--- src/hw/rtl/assert_macros.svh ---
// Assertion macros for the LED strip animator RTL.
// Depends on a clock named clk and a reset named rst in the including scope.
`ifndef ASSERT_MACROS_SVH
`define ASSERT_MACROS_SVH

// Same-cycle implication, checked outside reset.
`define LSMA_ASSERT_IMPL(label, ante, cons, msg) \
  label: assert property (@(posedge clk) disable iff (rst) (ante) |-> (cons)) \
    else $error(msg);

// Next-cycle implication, checked outside reset.
`define LSMA_ASSERT_NEXT(label, ante, cons, msg) \
  label: assert property (@(posedge clk) disable iff (rst) (ante) |=> (cons)) \
    else $error(msg);

`endif

--- src/hw/rtl/lsma_pkg.sv ---
// Package for the LED strip mode animator: sizes, colour constants, codes,
// controller types and the wave and scaling helpers. No dependencies.
`default_nettype none

package lsma_pkg;

  // Strip geometry and field widths.
  localparam int PIXEL_COUNT = 16;
  localparam int IDX_W       = 6;
  localparam int TIME_W      = 32;
  localparam int IVL_W       = 16;
  localparam int CH_W        = 8;

  localparam logic [IVL_W-1:0] INTERVAL_RESET = 16'd20;

  // Item kinds.
  localparam logic KIND_TICK = 1'b0;
  localparam logic KIND_MODE = 1'b1;

  // Animation modes.
  typedef enum logic [2:0] {
    MODE_OFF    = 3'd0,
    MODE_IDLE   = 3'd1,
    MODE_LISTEN = 3'd2,
    MODE_THINK  = 3'd3,
    MODE_SPEAK  = 3'd4,
    MODE_NOTIFY = 3'd5,
    MODE_ERROR  = 3'd6,
    MODE_SLEEP  = 3'd7
  } lsma_mode_t;

  // Scale factors and fixed colours.
  localparam logic [CH_W-1:0] IDLE_F     = 8'd90;
  localparam logic [CH_W-1:0] IDLE_B_F   = 8'd160;
  localparam logic [CH_W-1:0] LISTEN_F   = 8'd120;
  localparam logic [CH_W-1:0] SPEAK_G_F  = 8'd200;
  localparam logic [CH_W-1:0] SPEAK_STEP = 8'd24;
  localparam logic [CH_W-1:0] SPEAK_B    = 8'd30;
  localparam logic [CH_W-1:0] ERROR_F    = 8'd200;
  localparam logic [CH_W-1:0] SLEEP_F    = 8'd24;
  localparam logic [CH_W-1:0] SLEEP_B_F  = 8'd120;
  localparam logic [CH_W-1:0] HEAD_R     = 8'd255;
  localparam logic [CH_W-1:0] HEAD_G     = 8'd140;
  localparam logic [CH_W-1:0] TAIL_R     = 8'd60;
  localparam logic [CH_W-1:0] TAIL_G     = 8'd30;
  localparam logic [CH_W-1:0] NOTIFY_R   = 8'd255;
  localparam logic [CH_W-1:0] NOTIFY_G   = 8'd200;

  // Controller states.
  typedef enum logic [2:0] {
    ST_IDLE,
    ST_DECIDE,
    ST_LEVEL1,
    ST_LEVEL2,
    ST_EMIT
  } lsma_state_t;

  // Commands from the controller to the datapath.
  typedef struct packed {
    logic latch;
    logic apply_mode;
    logic start_frame;
    logic calc_l1;
    logic calc_l2;
    logic emit;
  } lsma_ctl_t;

  // Status from the datapath to the controller.
  typedef struct packed {
    logic is_mode;
    logic frame_due;
    logic out_free;
    logic last_pixel;
  } lsma_sts_t;

  // Triangle wave: rises by two per step up to 254, then falls back.
  function automatic logic [CH_W-1:0] tri_wave(input logic [CH_W-1:0] p);
    logic [CH_W-1:0] r;
    if (p[CH_W-1]) begin
      r = {~p[CH_W-2:0], 1'b0};
    end else begin
      r = {p[CH_W-2:0], 1'b0};
    end
    return r;
  endfunction

  // v * f / 255 rounded down; exact for any 16-bit product.
  function automatic logic [CH_W-1:0] scale255(input logic [CH_W-1:0] v,
                                               input logic [CH_W-1:0] f);
    logic [15:0] prod;
    logic [16:0] sum;
    prod = {8'd0, v} * {8'd0, f};
    sum  = {1'b0, prod} + {9'd0, prod[15:8]} + 17'd1;
    return sum[15:8];
  endfunction

  // Head pixel of the chase: (phase / 8) mod PIXEL_COUNT, as a small table.
  function automatic logic [IDX_W-1:0] head_of(input logic [CH_W-1:0] p);
    logic [IDX_W-1:0] r;
    r = '0;
    for (int k = 0; k < 32; k++) begin
      if (p[CH_W-1:3] == 5'(k)) begin
        r = IDX_W'(k % PIXEL_COUNT);
      end
    end
    return r;
  endfunction

endpackage

`default_nettype wire

--- src/hw/rtl/lsma_if.sv ---
// Channel interfaces of the LED strip mode animator: command items in,
// pixel colours out. Depends on lsma_pkg for the field widths.
`default_nettype none

interface lsma_cmd_if;
  logic                           valid;
  logic                           ready;
  logic                           kind;
  logic [lsma_pkg::TIME_W-1:0]    now_ms;
  logic [2:0]                     mode;

  modport source (output valid, output kind, output now_ms, output mode, input ready);
  modport sink   (input valid, input kind, input now_ms, input mode, output ready);
endinterface

interface lsma_pix_if;
  logic                           valid;
  logic                           ready;
  logic [lsma_pkg::IDX_W-1:0]     pixel_index;
  logic [lsma_pkg::CH_W-1:0]      red;
  logic [lsma_pkg::CH_W-1:0]      green;
  logic [lsma_pkg::CH_W-1:0]      blue;
  logic                           last;

  modport source (output valid, output pixel_index, output red, output green,
                  output blue, output last, input ready);
  modport sink   (input valid, input pixel_index, input red, input green,
                  input blue, input last, output ready);
endinterface

`default_nettype wire

--- src/hw/rtl/led_strip_mode_animator_core.sv ---
// Top level of the LED strip mode animator: joins controller and datapath.
// Depends on lsma_pkg, lsma_if, lsma_ctrl, lsma_datapath, assert_macros.svh.
//
//   Channel  Dir  Handshake            Payload
//   cmd      in   valid/ready          kind, now_ms, mode
//   pix      out  valid/ready          pixel_index, red, green, blue, last
//   cfg      in   cfg_we (no stall)    cfg_wdata = frame interval in ms
//
// A mode item or a tick that renders nothing passes the accept and decide states.
// A rendered frame passes accept, decide, two level-scaling steps, then one
// pixel per cycle from the output register while the output does not stall.
// Output stalls hold the pixel sequencer; the next item is taken while the
// final pixel still waits. Reset is synchronous, active high.
`default_nettype none

`include "assert_macros.svh"

module led_strip_mode_animator_core (
  input  wire                          clk,
  input  wire                          rst,
  input  wire                          cfg_we,
  input  wire  [lsma_pkg::IVL_W-1:0]   cfg_wdata,
  lsma_cmd_if.sink                     cmd,
  lsma_pix_if.source                   pix
);
  import lsma_pkg::*;

  lsma_ctl_t ctl;
  lsma_sts_t sts;
  logic      in_ready;

  assign cmd.ready = in_ready;

  // Sequencer.
  lsma_ctrl u_ctrl (
    .clk      (clk),
    .rst      (rst),
    .in_valid (cmd.valid),
    .in_ready (in_ready),
    .ctl      (ctl),
    .sts      (sts)
  );

  // State, scaling and output register.
  lsma_datapath u_datapath (
    .clk         (clk),
    .rst         (rst),
    .ctl         (ctl),
    .sts         (sts),
    .cfg_we      (cfg_we),
    .cfg_wdata   (cfg_wdata),
    .in_kind     (cmd.kind),
    .in_now_ms   (cmd.now_ms),
    .in_mode     (cmd.mode),
    .out_ready   (pix.ready),
    .out_valid   (pix.valid),
    .pixel_index (pix.pixel_index),
    .red         (pix.red),
    .green       (pix.green),
    .blue        (pix.blue),
    .last        (pix.last)
  );

  // A pixel is never loaded over one that has not been taken.
  `LSMA_ASSERT_IMPL(a_emit_free, ctl.emit, !pix.valid || pix.ready, "pixel overwritten")
  // A started frame always goes on to level scaling.
  `LSMA_ASSERT_NEXT(a_frame_seq, ctl.start_frame, ctl.calc_l1, "frame sequence broken")
  // Once the final pixel is loaded, the block takes items again.
  `LSMA_ASSERT_NEXT(a_end_ready, ctl.emit && sts.last_pixel, cmd.ready, "not ready after frame")

endmodule

`default_nettype wire

--- src/hw/rtl/lsma_ctrl.sv ---
// Controller of the LED strip mode animator: sequences item decode, level
// precompute and pixel emission. Depends on lsma_pkg.
`default_nettype none

module lsma_ctrl (
  input  wire                   clk,
  input  wire                   rst,
  input  wire                   in_valid,
  output logic                  in_ready,
  output lsma_pkg::lsma_ctl_t   ctl,
  input  lsma_pkg::lsma_sts_t   sts
);
  import lsma_pkg::*;

  lsma_state_t state;
  lsma_state_t state_next;

  // State register.
  always_ff @(posedge clk) begin
    if (rst) begin
      state <= ST_IDLE;
    end else begin
      state <= state_next;
    end
  end

  // Next-state logic.
  always_comb begin
    state_next = state;
    case (state)
      ST_IDLE: begin
        if (in_valid) state_next = ST_DECIDE;
      end
      ST_DECIDE: begin
        if (!sts.is_mode && sts.frame_due) begin
          state_next = ST_LEVEL1;
        end else begin
          state_next = ST_IDLE;
        end
      end
      ST_LEVEL1: state_next = ST_LEVEL2;
      ST_LEVEL2: state_next = ST_EMIT;
      ST_EMIT: begin
        if (sts.out_free && sts.last_pixel) state_next = ST_IDLE;
      end
      default: state_next = ST_IDLE;
    endcase
  end

  // Command outputs.
  always_comb begin
    in_ready = 1'b0;
    ctl      = '0;
    case (state)
      ST_IDLE: begin
        in_ready  = 1'b1;
        ctl.latch = in_valid;
      end
      ST_DECIDE: begin
        ctl.apply_mode  = sts.is_mode;
        ctl.start_frame = !sts.is_mode && sts.frame_due;
      end
      ST_LEVEL1: ctl.calc_l1 = 1'b1;
      ST_LEVEL2: ctl.calc_l2 = 1'b1;
      ST_EMIT:   ctl.emit    = sts.out_free;
      default: begin
        in_ready = 1'b0;
      end
    endcase
  end

endmodule

`default_nettype wire

--- src/hw/rtl/lsma_datapath.sv ---
// Datapath of the LED strip mode animator: animation state, frame timing,
// level scaling and the pixel output register. Depends on lsma_pkg.
`default_nettype none

module lsma_datapath (
  input  wire                           clk,
  input  wire                           rst,
  input  lsma_pkg::lsma_ctl_t           ctl,
  output lsma_pkg::lsma_sts_t           sts,
  input  wire                           cfg_we,
  input  wire  [lsma_pkg::IVL_W-1:0]    cfg_wdata,
  input  wire                           in_kind,
  input  wire  [lsma_pkg::TIME_W-1:0]   in_now_ms,
  input  wire  [2:0]                    in_mode,
  input  wire                           out_ready,
  output logic                          out_valid,
  output logic [lsma_pkg::IDX_W-1:0]    pixel_index,
  output logic [lsma_pkg::CH_W-1:0]     red,
  output logic [lsma_pkg::CH_W-1:0]     green,
  output logic [lsma_pkg::CH_W-1:0]     blue,
  output logic                          last
);
  import lsma_pkg::*;

  // Architectural state and configuration.
  logic [IVL_W-1:0]  frame_interval;
  lsma_mode_t        cur_mode;
  logic [CH_W-1:0]   phase;
  logic [TIME_W-1:0] last_time;

  // Latched item.
  logic              item_kind;
  logic [TIME_W-1:0] item_now;
  logic [2:0]        item_mode;

  // Per-frame precomputed values.
  logic [CH_W-1:0]   tri_r;
  logic [CH_W-1:0]   lvl1;
  logic [CH_W-1:0]   lvl2;
  logic [IDX_W-1:0]  head;
  logic [IDX_W-1:0]  tail;
  logic [CH_W-1:0]   wave_arg;
  logic [IDX_W-1:0]  pix_cnt;

  logic [TIME_W-1:0] elapsed;
  logic [CH_W-1:0]   l1_arg;
  logic [CH_W-1:0]   l1_fac;
  logic [CH_W-1:0]   l2_fac;
  logic [CH_W-1:0]   l1_tri;
  logic [IDX_W-1:0]  head_next;
  logic [CH_W-1:0]   wave_tri;
  logic [CH_W-1:0]   r_next;
  logic [CH_W-1:0]   g_next;
  logic [CH_W-1:0]   b_next;

  // Status toward the controller.
  assign elapsed        = item_now - last_time;
  assign sts.is_mode    = (item_kind == KIND_MODE);
  assign sts.frame_due  = (elapsed >= {{(TIME_W-IVL_W){1'b0}}, frame_interval});
  assign sts.out_free   = !out_valid || out_ready;
  assign sts.last_pixel = (pix_cnt == IDX_W'(PIXEL_COUNT - 1));

  // Configuration register.
  always_ff @(posedge clk) begin
    if (rst) begin
      frame_interval <= INTERVAL_RESET;
    end else if (cfg_we) begin
      frame_interval <= cfg_wdata;
    end
  end

  // Item latch.
  always_ff @(posedge clk) begin
    if (ctl.latch) begin
      item_kind <= in_kind;
      item_now  <= in_now_ms;
      item_mode <= in_mode;
    end
  end

  // Mode, phase and frame time.
  always_ff @(posedge clk) begin
    if (rst) begin
      cur_mode  <= MODE_OFF;
      phase     <= '0;
      last_time <= '0;
    end else if (ctl.apply_mode) begin
      if (item_mode != cur_mode) begin
        cur_mode <= lsma_mode_t'(item_mode);
        phase    <= '0;
      end
    end else if (ctl.start_frame) begin
      last_time <= item_now;
      phase     <= phase + 8'd1;
    end
  end

  // Wave argument and factors of the first and second scaling steps.
  always_comb begin
    l1_arg = phase;
    l1_fac = '0;
    l2_fac = '0;
    case (cur_mode)
      MODE_IDLE: begin
        l1_fac = IDLE_F;
        l2_fac = IDLE_B_F;
      end
      MODE_LISTEN: begin
        l1_arg = phase + {phase[CH_W-2:0], 1'b0};
        l1_fac = LISTEN_F;
      end
      MODE_ERROR: begin
        l1_arg = {phase[CH_W-2:0], 1'b0};
        l1_fac = ERROR_F;
      end
      MODE_SLEEP: begin
        l1_fac = SLEEP_F;
        l2_fac = SLEEP_B_F;
      end
      default: begin
        l1_fac = '0;
      end
    endcase
  end

  assign l1_tri    = tri_wave(l1_arg);
  assign head_next = head_of(phase);

  // Per-frame level registers.
  always_ff @(posedge clk) begin
    if (ctl.calc_l1) begin
      tri_r    <= l1_tri;
      lvl1     <= scale255(l1_tri, l1_fac);
      head     <= head_next;
      tail     <= (head_next == '0) ? IDX_W'(PIXEL_COUNT - 1) : head_next - 6'd1;
      wave_arg <= {phase[CH_W-2:0], 1'b0};
      pix_cnt  <= '0;
    end else if (ctl.emit) begin
      wave_arg <= wave_arg + SPEAK_STEP;
      pix_cnt  <= pix_cnt + 6'd1;
    end
    if (ctl.calc_l2) begin
      lvl2 <= scale255(lvl1, l2_fac);
    end
  end

  assign wave_tri = tri_wave(wave_arg);

  // Colour of the current pixel.
  always_comb begin
    r_next = '0;
    g_next = '0;
    b_next = '0;
    case (cur_mode)
      MODE_IDLE: begin
        g_next = lvl1;
        b_next = lvl2;
      end
      MODE_LISTEN: begin
        g_next = lvl1;
        b_next = tri_r;
      end
      MODE_THINK: begin
        // The tail wins when head and tail coincide on a one-pixel strip.
        if (pix_cnt == tail) begin
          r_next = TAIL_R;
          g_next = TAIL_G;
        end else if (pix_cnt == head) begin
          r_next = HEAD_R;
          g_next = HEAD_G;
        end
      end
      MODE_SPEAK: begin
        r_next = wave_tri;
        g_next = scale255(wave_tri, SPEAK_G_F);
        b_next = SPEAK_B;
      end
      MODE_NOTIFY: begin
        if (!phase[5]) begin
          r_next = NOTIFY_R;
          g_next = NOTIFY_G;
        end
      end
      MODE_ERROR: begin
        r_next = lvl1;
      end
      MODE_SLEEP: begin
        r_next = lvl1;
        b_next = lvl2;
      end
      default: begin
        r_next = '0;
      end
    endcase
  end

  // Output register: loads a pixel when empty or being drained.
  always_ff @(posedge clk) begin
    if (rst) begin
      out_valid <= 1'b0;
    end else if (ctl.emit) begin
      out_valid <= 1'b1;
    end else if (out_ready) begin
      out_valid <= 1'b0;
    end
  end

  always_ff @(posedge clk) begin
    if (ctl.emit) begin
      pixel_index <= pix_cnt;
      red         <= r_next;
      green       <= g_next;
      blue        <= b_next;
      last        <= sts.last_pixel;
    end
  end

endmodule

`default_nettype wire
--- src/flat_wrapper.sv ---
// flat-port wrapper written by rule: the top's interface ports become plain ports
module led_strip_mode_animator_core_flat import lsma_pkg::*;
  (clk, rst, cfg_we, cfg_wdata, cmd_valid, cmd_kind, cmd_now_ms, cmd_mode, cmd_ready, pix_valid, pix_pixel_index, pix_red, pix_green, pix_blue, pix_last, pix_ready);
  lsma_cmd_if cmd_i ();
  lsma_pix_if pix_i ();
  input  wire clk;
  input  wire rst;
  input  wire cfg_we;
  input  wire  [lsma_pkg::IVL_W-1:0] cfg_wdata;
  input wire logic [$bits(cmd_i.valid)-1:0] cmd_valid;
  input wire logic [$bits(cmd_i.kind)-1:0] cmd_kind;
  input wire logic [$bits(cmd_i.now_ms)-1:0] cmd_now_ms;
  input wire logic [$bits(cmd_i.mode)-1:0] cmd_mode;
  output wire logic [$bits(cmd_i.ready)-1:0] cmd_ready;
  output wire logic [$bits(pix_i.valid)-1:0] pix_valid;
  output wire logic [$bits(pix_i.pixel_index)-1:0] pix_pixel_index;
  output wire logic [$bits(pix_i.red)-1:0] pix_red;
  output wire logic [$bits(pix_i.green)-1:0] pix_green;
  output wire logic [$bits(pix_i.blue)-1:0] pix_blue;
  output wire logic [$bits(pix_i.last)-1:0] pix_last;
  input wire logic [$bits(pix_i.ready)-1:0] pix_ready;
  assign cmd_i.valid = cmd_valid;
  assign cmd_i.kind = cmd_kind;
  assign cmd_i.now_ms = cmd_now_ms;
  assign cmd_i.mode = cmd_mode;
  assign cmd_ready = cmd_i.ready;
  assign pix_valid = pix_i.valid;
  assign pix_pixel_index = pix_i.pixel_index;
  assign pix_red = pix_i.red;
  assign pix_green = pix_i.green;
  assign pix_blue = pix_i.blue;
  assign pix_last = pix_i.last;
  assign pix_i.ready = pix_ready;
  led_strip_mode_animator_core u_core (.clk(clk), .rst(rst), .cfg_we(cfg_we), .cfg_wdata(cfg_wdata), .cmd(cmd_i), .pix(pix_i));
endmodule
--- config.mk ---
export PLATFORM = sky130hd
export DESIGN_NAME = led_strip_mode_animator_core_flat
export DESIGN_NICKNAME = d
export VERILOG_FILES = /design/src/hw/rtl/lsma_pkg.sv /design/src/hw/rtl/lsma_if.sv /design/src/hw/rtl/led_strip_mode_animator_core.sv /design/src/hw/rtl/lsma_ctrl.sv /design/src/hw/rtl/lsma_datapath.sv /design/src/flat_wrapper.sv
export VERILOG_INCLUDE_DIRS = /design/src /design/src/hw/rtl
export SDC_FILE = /design/constraint.sdc
export NUM_CORES = 1
export LEC_CHECK = 0
export ABC_AREA = 0
export ABC_CLOCK_PERIOD_IN_PS = 11800
export BUFFER_PORTS_ARGS = -buffer_cell sky130_fd_sc_hd__buf_2
export CELL_PAD_IN_SITES_DETAIL_PLACEMENT = 0
export CELL_PAD_IN_SITES_GLOBAL_PLACEMENT = 2
export CORE_MARGIN = 1.5
export CORE_UTILIZATION = 25
export CTS_BUF_LIST = sky130_fd_sc_hd__clkbuf_16
export CTS_CLUSTER_SIZE = 25
export DETAILED_ROUTE_END_ITERATION = 10
export GPL_ROUTABILITY_DRIVEN = 1
export PLACE_DENSITY_LB_ADDON = 0.1
export SYNTH_ARGS = -nofsm -noshare
export SYNTH_HDL_FRONTEND = slang
export SYNTH_SLANG_ARGS = --single-unit
--- constraint.sdc ---
create_clock -name clk -period 11.8 [get_ports clk]
set_clock_uncertainty 0.05 [all_clocks]
set_input_delay 0.59 -clock clk [delete_from_list [all_inputs] [get_ports clk]]
set_output_delay 0.59 -clock clk [all_outputs]
set_load 0.02 [all_outputs]
# Yosys cells after proc, flatten, opt, wreduce, memory -nomap -nowiden

Index checks and enable logic that the tools add are counted.

Flip-flop bits (word level): 180
Input bits: 57
Output and inout port bits: 33

Add/subtract/negate cells: 12
$mul: 3
Order comparisons: 1
Equality and inequality tests: 49
Muxes and demuxes: 62
Bitwise gates (word level): 3
Reduce and logical (&&, ||, !) cells: 17

Operators with widths:

| operator                | count |
|---|---|
| $mux W6                 | 30 |
| $mux W8                 | 13 |
| $pmux W8 S4             | 3 |
| $eq A5 B5 Y1 const B    | 16 |
| $add A16 B1 Y16 const B | 3 |
| $add A16 B8 Y16         | 3 |
| $eq A5 B4 Y1 const B    | 8 |
| $ge A32 B16 Y1          | 1 |
| $mul A8 B8 Y16          | 2 |
| $pmux W8 S2             | 2 |
| $sub A32 B32 Y32        | 1 |
| $pmux W8 S3             | 1 |
| $eq A5 B3 Y1 const B    | 4 |
| $eq A3 B3 Y1 const B    | 5 |
| $pmux W3 S5             | 1 |
| $not A7 Y7              | 2 |
| $mul A8 B5 Y13 const B  | 1 |
| $eq A3 B2 Y1 const B    | 4 |
| $eq A6 B6 Y1            | 2 |
| $eq A5 B2 Y1 const B    | 2 |
| $add A8 B1 Y8 const B   | 1 |
| $add A8 B5 Y8 const B   | 1 |
| $add A8 B8 Y8           | 1 |
| $mux W1                 | 8 |
| 18 further kinds        | 32 |

# Depth between registers and ports, before layout

Gate-level depths: netlist of run 1.

Depth in word-level cells: 33
Gate-level depth with buffers: 35
Mapped depth without buffers: 35

# Modules after synthesis

From an unflattened synthesis of run 1, not the netlist that was laid out.

Cell total of the unflattened synthesis: 1,421
Area, all modules: 13,366.6 µm²

By module, submodules not included:

| module        | times used | cells an instance | area each (µm²) | sequential area each (µm²) |
|---|---|---|---|---|
| lsma_datapath | 1          | 1,400             | 13,161.4        | 4,534.3 |
| lsma_ctrl     | 1          | 21                | 205.2           | 60.1 |

# Worst setup path before layout of run 1

OpenSTA, ideal clock, no wires.

Path type: reg-to-reg
Start: reg u_core.u_datapath.phase[0]
End: reg u_core.u_datapath.lvl1[4], data pin
Data arrival time: 7.776 ns
Required time: 11.488 ns
Path slack: 3.712 ns
Cell stages (with the launch flop): 34
Buffers on the path: 0
Clock period less this slack: 8.088 ns
Cell sequence: dfxtp_1 -> ha_1 -> inv_1 -> fa_1 -> nor2b_1 -> o21ai_0 -> nand2b_1 -> a21oi_1 -> o21ai_1 -> mux2_2 -> or3_1 -> o311ai_2 -> xnor2_1 -> or2_2 -> fa_1 -> fa_1 -> inv_1 -> fa_1 -> inv_1 -> fa_1 -> inv_1 -> ha_1 -> a21oi_1 -> nor2b_1 -> o21a_1 -> o41a_1 -> a21o_1 -> a21oi_1 -> xnor2_1 -> ha_1 -> nand2_1 -> o21ai_1 -> nand4_1 -> xnor2_1

Longest elaborated chain between the ends: 7

Ends and longest elaborated chain:

| element                | line                 | RTL |
|---|---|---|
| from (decl)            | lsma_datapath.sv:28  | `logic [CH_W-1:0] phase;` |
| from (signal assigned) | lsma_datapath.sv:94  | `phase <= phase + 8'd1;` |
| $add A8 B8 Y8          | lsma_datapath.sv:109 | `l1_arg = phase + {phase[CH_W-2:0], 1'b0};` |
| $pmux W8 S2 *          | lsma_datapath.sv:103 | `case (cur_mode)` |
| $not A7 Y7             | lsma_pkg.sv:80       | `r = {~p[CH_W-2:0], 1'b0};` |
| $mux W8 *              | lsma_pkg.sv:79       | `if (p[CH_W-1]) begin` |
| $mul A8 B8 Y16 *       | lsma_pkg.sv:92       | `prod = {8'd0, v} * {8'd0, f};` |
| $add A16 B8 Y16 *      | lsma_pkg.sv:93       | `sum = {1'b0, prod} + {9'd0, prod[15:8]} + 17'd1;` |
| $add A16 B1 Y16 *      | lsma_pkg.sv:93       |  |
| to (signal assigned)   | lsma_datapath.sv:133 | `lvl1 <= scale255(l1_tri, l1_fac);` |
| to (decl)              | lsma_datapath.sv:38  | `logic [CH_W-1:0] lvl1;` |

Every way passes the cells marked *; elsewhere a longest branch is shown, timed or not.
A chain may end at the register's enable or synchronous reset.

# Worst setup path after layout of run 1

Same ends and word-level chain as after synthesis.

==> impl_metrics.csv, run 1 <==
group,metric,value,unit
drt,dr.first_iter.drc_count,405,
power_and_ir_drop,p_switching,0.4843,mW
logic_synthesis,yosysTopAreaCellShare,23.86,%
worst_setup_path,cp.arrival,9.09,ns
worst_setup_path,cp.required,11.99,ns
worst_setup_path,criticalPathCategory,"register to register",
sta,fmax,0.1123,GHz
place,hpwl,28790,um
drt,drc,0,
sta,slew_viol_final,0,
drt,vias,9782,
drt,totalWireLength,36030,um
logic_synthesis,synth_area_leaders,"edfxtp_1 24%, ha_1 16%, dfxtp_1 10%",
worst_setup_path,rrSetupSlack,2.90,ns
drt,viasPerCell,4.525,
job,drv_cap,0,
clocking,cts_buffer_depth,2,
grt,grt_max_degree,55,
worst_setup_path,cp-end-kind,"register",
floorplanning,core_region_area,52870,sq um
final_layout,syn_to_final_growth,12.91,%
logic_synthesis,synth_top_cell_by_area,"edfxtp_1",
power_and_ir_drop,power_frac_seq,43.8,%
logic_synthesis,synth_cell_types,85,
logic_synthesis,ys_seq_area_share,34.11,%
logic_synthesis,netlist_area,13470,sq um
logic_synthesis,avgSynthCellArea,9.724,sq um
sta,worst_pin_slew,1.041,ns
sta,grt_setup_unrepaired,"no",
clocking,insertion_delay,0.49,ns
power_and_ir_drop,p_int,1.090,mW
floorplanning,rows,84,
logic_synthesis,synth-edff-count,107,
grt,antenna_found_initial,0,
clocking,cts_tree,"built",
final_layout,final_cells,2162,
floorplanning,die_x,235.1,um
sta,fin_crit_sh,75.43,%
final_layout,fillers,5634,
power_and_ir_drop,peakVddDrop,0.00008193,V
place,post-place-cells,2130,
grt,overflow,0,
worst_setup_path,path_max_fanout,8,
logic_synthesis,synth_nets,1654,
final_layout,drive_above_1_share,10.72,%
sta,finalCriticalPeriod,8.901,ns
final_layout,diodes,0,
sta,finalWorstSetupSlack,2.899,ns
final_layout,design_area,15210,sq um
floorplanning,io_pins,90,
power_and_ir_drop,p_sw_share,30.76,%
floorplanning,start_util,25.48,%
logic_synthesis,yosys_warnings,0,
power_and_ir_drop,total_power,1.575,mW
logic_synthesis,synthCells,1385,
logic_synthesis,ys_ff_latch,176,
worst_setup_path,slowest_stage,"fa_1",
grt,grt_pass1_vias,10100,
drt,drtPass1Iterations,4,
place,dpl_cell_area,14620,sq um
logic_synthesis,synthFlopType,"edfxtp_1",
power_and_ir_drop,pwr-share-comb,18.7,%
clocking,ctsHoldBuffers,0,
clocking,post-cts-setup-buffers,0,
drt,wl_per_cell,16.66,um
power_and_ir_drop,p_leak,6.886,nW
logic_synthesis,ys_async_sr_fraction,0,%
worst_setup_path,cpMostUsedCell,"fa_1",
power_and_ir_drop,powerDensity,103.5,nW/um^2
sta,hold_viol_final,0,
sta,slew-limit-headroom,30.09,%
sta,tns,0,ns
drt,antenna_left,0,
final_layout,nets,1730,
place,gp_congestion,0.7582,
clocking,cts_buffers,17,
clocking,post_cts_resized,0,
min_path,hold_class,"primary input to register",
clocking,cts_sinks,176,
sta,setup_viol,0,
grt,grt_pass1_wl,57900,um
place,dp_worst_setup_slack,2.907,ns
grt,track_usage,13.65,%
clocking,cts_root_buffer,"clkbuf_16",
place,io_buffers,89,
power_and_ir_drop,power.share.clock,37.5,%
worst_setup_path,worst_setup_path_start_kind,"register",
worst_setup_path,slowest_delay,0.54,ns
outcome,status,"finished, final reports clean",
floorplanning,design.die.area,55270,sq um
floorplanning,die_y,235.1,um
clocking,htreeDepth,4,
clocking,clk_pin_slew,0.08,ns
==> kinds of logic (layout without fill, tap and decap cells) <==
family,after synthesis,in the layout,synth area share [%]
buffers and inverters,199,288,6.076
other,1,1,0.02784
multiplexers,55,55,4.190
flip-flops,176,176,34.11
AO/OA/AOI/OAI,272,272,13.88
adder cells (fa/ha/maj),212,212,22.04
XOR/XNOR,102,102,6.633
AND/OR/NAND/NOR,368,368,13.04
==> metrics by stage <==
| stage | utilization, % | hold slack [ns] |
|---|---|---|
| after global routing | 28.77 | 0.1739 |
| after floorplan | - | 0.3564 |
| after CTS | 28.77 | 0.1603 |
| after global placement | 27.65 | 0.4255 |
| final | 28.77 | 0.2197 |
| after detailed placement | 27.65 | 0.4346 |
==> worst max-delay path, delay by kind of cell (launching register included) <==
kind,cells,cell delay [ns]
simple gates,7,1.30
fa+ha+maj,8,3.32
xor+xnor,3,0.71
mux,1,0.36
compound gates,10,2.22
flops,1,0.45
buf+inv,4,0.22
==> flip-flops by register name (all words and copies together) (netlist names), 4 cells and up <==
register,flops
u_core.u_datapath.lvl1,8
u_core.u_datapath.wave_arg,7
u_core.u_datapath.head,4
u_core.u_datapath.last_time,32
u_core.u_datapath.pixel_index,6
u_core.u_datapath.blue,8
u_core.u_datapath.red,8
u_core.u_datapath.tail,6
u_core.u_datapath.lvl2,8
u_core.u_datapath.phase,8
u_core.u_datapath.pix_cnt,6
u_core.u_datapath.frame_interval,16
u_core.u_datapath.green,8
u_core.u_datapath.item_now,32
u_core.u_datapath.tri_r,7
==> path summary, 6_finish.rpt <==
| path | from | to | cells after the start |
|---|---|---|---|
| worst max-delay path | u_core.u_datapath.phase[0] | u_core.u_datapath.lvl1[4] | 33 |
| worst min register to register | u_core.u_datapath.frame_interval[2] | u_core.u_datapath.frame_interval[2] | 2 |
| worst max register to register | u_core.u_datapath.phase[0] | u_core.u_datapath.lvl1[4] | 33 |
| worst min-delay path | cmd_now_ms[19] | u_core.u_datapath.item_now[19] | 1 |
==> power groups by stage <==
stage / Sequential [mW] / Combinational [mW] / Clock, mW
CTS: 0.691 / 0.303 / 0.627
floorplan: 0.698 / 0.219 / 0
finish: 0.690 / 0.295 / 0.590
detailed placement: 0.705 / 0.301 / 0
global route: 0.693 / 0.334 / 0.646
global placement: 0.705 / 0.302 / 0
==> cell usage in the layout (no fill, tap or decap), types with 41 or more instances in the layout <==
| master | instances |
|---|---|
| ha_1 | 170 |
| xnor2_1 | 62 |
| nand2_1 | 77 |
| mux2i_1 | 53 |
| buf_2 | 89 |
| a21oi_1 | 91 |
| inv_1 | 155 |
| o21ai_0 | 41 |
| dfxtp_1 | 69 |
| fa_1 | 42 |
| nor2_1 | 150 |
| edfxtp_1 | 107 |
==> synth_stat cells (6+ instances only) <==
cell type,instances
or3_1,6
nand3_1,25
o211ai_1,13
o21bai_1,11
a21oi_1,91
ha_1,170
edfxtp_1,107
inv_1,156
nand4_1,14
nor4_1,6
nor2b_1,16
xnor2_1,62
xor2_1,40
a21o_1,23
a221o_1,12
nand2b_1,17
clkbuf_1,28
o21ai_0,41
mux2i_1,53
nand2_1,77
and3_1,13
o21ai_1,8
nor3_1,14
nor2_1,150
dfxtp_1,69
fa_1,42
o21a_1,10
==> layout make-up <==
| cell class | count | area (sq um) | share of cell area, % |
|---|---|---|---|
| multi-input cells | 1010 | 8056 | 52.98 |
| flip-flops and latches | 176 | 4594 | 30.21 |
| well taps | 688 | 860.8 | 5.661 |
| inverters | 158 | 593.1 | 3.900 |
| repair buffers | 98 | 513.0 | 3.373 |
| clock buffers | 17 | 425.4 | 2.797 |
| clock inverters | 15 | 163.9 | 1.078 |
==> metal layers <==
layer / track usage [%] / vias up / part of all wire (%)
met5: 0 / - / 0
met4: 4.132 / 0 / 1.3
met3: 2.627 / 23 / 2.2
met2: 23.64 / 89 / 49
met1: 17.09 / 4649 / 47
li1: - / 5021 / -
Note: power is estimated with default switching activity, not from simulation.
==> run 2, diff against run 1 <==
--- a/config.mk
+++ b/config.mk
@@ -7,7 +7,7 @@
 export NUM_CORES = 1
 export LEC_CHECK = 0
 export ABC_AREA = 0
-export ABC_CLOCK_PERIOD_IN_PS = 11800
+export ABC_CLOCK_PERIOD_IN_PS = 8980
 export BUFFER_PORTS_ARGS = -buffer_cell sky130_fd_sc_hd__buf_2
 export CELL_PAD_IN_SITES_DETAIL_PLACEMENT = 0
 export CELL_PAD_IN_SITES_GLOBAL_PLACEMENT = 2
==> constraint.sdc (replaced) <==
create_clock -name clk -period 8.98 [get_ports clk]
set_clock_uncertainty 0.05 [all_clocks]
set_input_delay 0.449 -clock clk [delete_from_list [all_inputs] [get_ports clk]]
set_output_delay 0.449 -clock clk [all_outputs]
set_load 0.02 [all_outputs]
==> impl_metrics.csv, run 2 (synthesis gave the netlist of run 1 again) <==
group,metric,value,unit
final_layout,nets,1736,
worst_setup_path,criticalPathCategory,"register to register",
drt,drtPass1Iterations,5,
drt,vias,9766,
final_layout,syn_to_final_growth,13.36,%
grt,grt_max_degree,55,
final_layout,multiInputGateArea,8068,sq um
final_layout,final_cell_mix,"170 x ha_1, 155 x inv_1, 150 x nor2_1, 107 x edfxtp_1, 91 x a21oi_1",
clocking,cts_buffer_depth,2,
min_path,hold_class,"primary input to register",
floorplanning,rows,84,
sta,finalCriticalPeriod,8.387,ns
drt,drc,0,
sta,hold_viol_final,0,
final_layout,drive_above_1_share,11.22,%
sta,slew_viol_final,0,
grt,use_met1,16.98,%
drt,antenna_left,0,
sta,setup_viol,0,
worst_setup_path,path_max_fanout,8,
floorplanning,io_pins,90,
place,dp_worst_setup_slack,0.3209,ns
final_layout,final_cells,2168,
grt,antenna_found_initial,0,
clocking,cts_root_buffer,"clkbuf_16",
floorplanning,die_y,235.1,um
worst_setup_path,slowest_stage,"fa_1",
drt,wl_per_cell,16.58,um
job,drv_cap,0,
final_layout,seqCellArea,4596,sq um
grt,track_usage,13.71,%
clocking,cts_tree,"built",
sta,tns,0,ns
place,post-place-cells,2136,
clocking,cts_buffers,17,
worst_setup_path,cp-end-kind,"register",
worst_setup_path,cp.required,9.17,ns
final_layout,top_regs,"u_core.u_datapath.item_now: 32 flops, u_core.u_datapath.last_time: 32 flops, u_core.u_datapath.frame_interval: 16 flops",
grt,groute.layer.met3.usage,2.521,%
worst_setup_path,slowest_delay,0.55,ns
place,io_buffers,89,
place,hpwl,28450,um
place,dpl_cell_area,14660,sq um
drt,totalWireLength,35950,um
grt,overflow,0,
drt,viasPerCell,4.505,
floorplanning,die_x,235.1,um
grt,grt_pass1_wl,58390,um
grt,met2_usage,23.91,%
final_layout,final_common_cell,"ha_1",
power_and_ir_drop,p_leak,6.917,nW
final_layout,fillers,5626,
floorplanning,start_util,25.48,%
place,gp_congestion,0.7384,
sta,worst_pin_slew,1.080,ns
floorplanning,design.die.area,55270,sq um
worst_setup_path,cpMostUsedCell,"fa_1",
outcome,status,"finished, final reports clean",
sta,grt_setup_unrepaired,"no",
power_and_ir_drop,peakVddDrop,0.0001310,V
worst_setup_path,cp.arrival,8.58,ns
grt,grt_pass1_vias,10470,
clocking,clk_pin_slew,0.08,ns
floorplanning,core_region_area,52870,sq um
final_layout,utilization,28.88,%
grt,top_usage_layer,"met2",
sta,finalWorstSetupSlack,0.5926,ns
sta,fin_crit_sh,93.40,%
worst_setup_path,worst_setup_path_start_kind,"register",
clocking,insertion_delay,0.49,ns
sta,fmax,0.1192,GHz
final_layout,design_area,15270,sq um
sta,slew-limit-headroom,28.03,%
clocking,htreeDepth,4,
clocking,cts_sinks,176,
power_and_ir_drop,powerDensity,135.1,nW/um^2
final_layout,diodes,0,
drt,dr.first_iter.drc_count,354,
-- run 2: cell count changes in the layout (fill, tap and decap cells not counted) --
cell       previous run  this run
o21ai_4               0         1
dfxtp_2               0         1
clkinv_8              1         3
inv_12                0         1
clkinv_2              2         1
bufinv_16             1         0
inv_6                 4         2
o21ai_1               8         7
dfxtp_1              69        68
inv_4                 0         1
buf_4                 9        15
-- run 2: timing repair --
item | CTS | global route
resized for setup | 0 | 3
hold endpoints to repair | 0 | 0
setup endpoints to repair | 0 | 8
setup buffers | 0 | 0
hold buffers | 0 | 0
-- run 2: final timing paths --
| kind | slack [ns] | to | cells after the start | startpoint |
|---|---|---|---|---|
| setup / recovery | 0.59 | u_core.u_datapath.lvl1[1] | 33 | u_core.u_datapath.phase[1] |
| hold / removal | 0.08 | u_core.u_datapath.item_now[11] | 1 | cmd_now_ms[11] |
| setup reg to reg | 0.59 | u_core.u_datapath.lvl1[1] | 33 | u_core.u_datapath.phase[1] |
| hold reg to reg | 0.44 | u_core.u_datapath.last_time[23] | 2 | u_core.u_datapath.last_time[23] |
-- run 2: area by class of cell --
type	count	share of cell area (%)
clock inverters	15	1.090
clock buffers	17	2.786
repair buffers	104	3.655
well taps	688	5.638
multi-input cells	1010	52.84
flip-flops and latches	176	30.10
inverters	158	3.885
-- run 2: stage by stage --
stage	hold WS [ns]	total power [mW]
floorplan	0.3564	1.204
global placement	0.4255	1.323
detailed placement	0.4339	1.321
CTS	0.01921	2.123
global route	0.04139	2.186
finish	0.07702	2.063
-- run 2: metal layers --
| metal | routed length (um) | up-vias |
|---|---|---|
| met5 | 0 | - |
| li1 | - | 5022 |
| met2 | 17720 | 91 |
| met4 | 603 | 0 |
| met1 | 16830 | 4626 |
| met3 | 794 | 27 |
-- run 2: where the power goes --
group          leakage [nW]  internal (mW)  switching [mW]
sequential             1.57          0.884          0.0210
combinational          5.06          0.154           0.234
clock                 0.289          0.374           0.396
-- run 2: worst max-delay path: cells and delay by family, from the launching register on --
kind | cells | cell delay (ns)
adders and majority gates | 8 | 3.31
AOI/OAI and AO/OA | 11 | 2.09
and+or+nand+nor | 6 | 1.15
xor gates and xnor gates | 3 | 0.51
DFF | 1 | 0.40
muxes | 1 | 0.35
buffers and inverters | 4 | 0.25
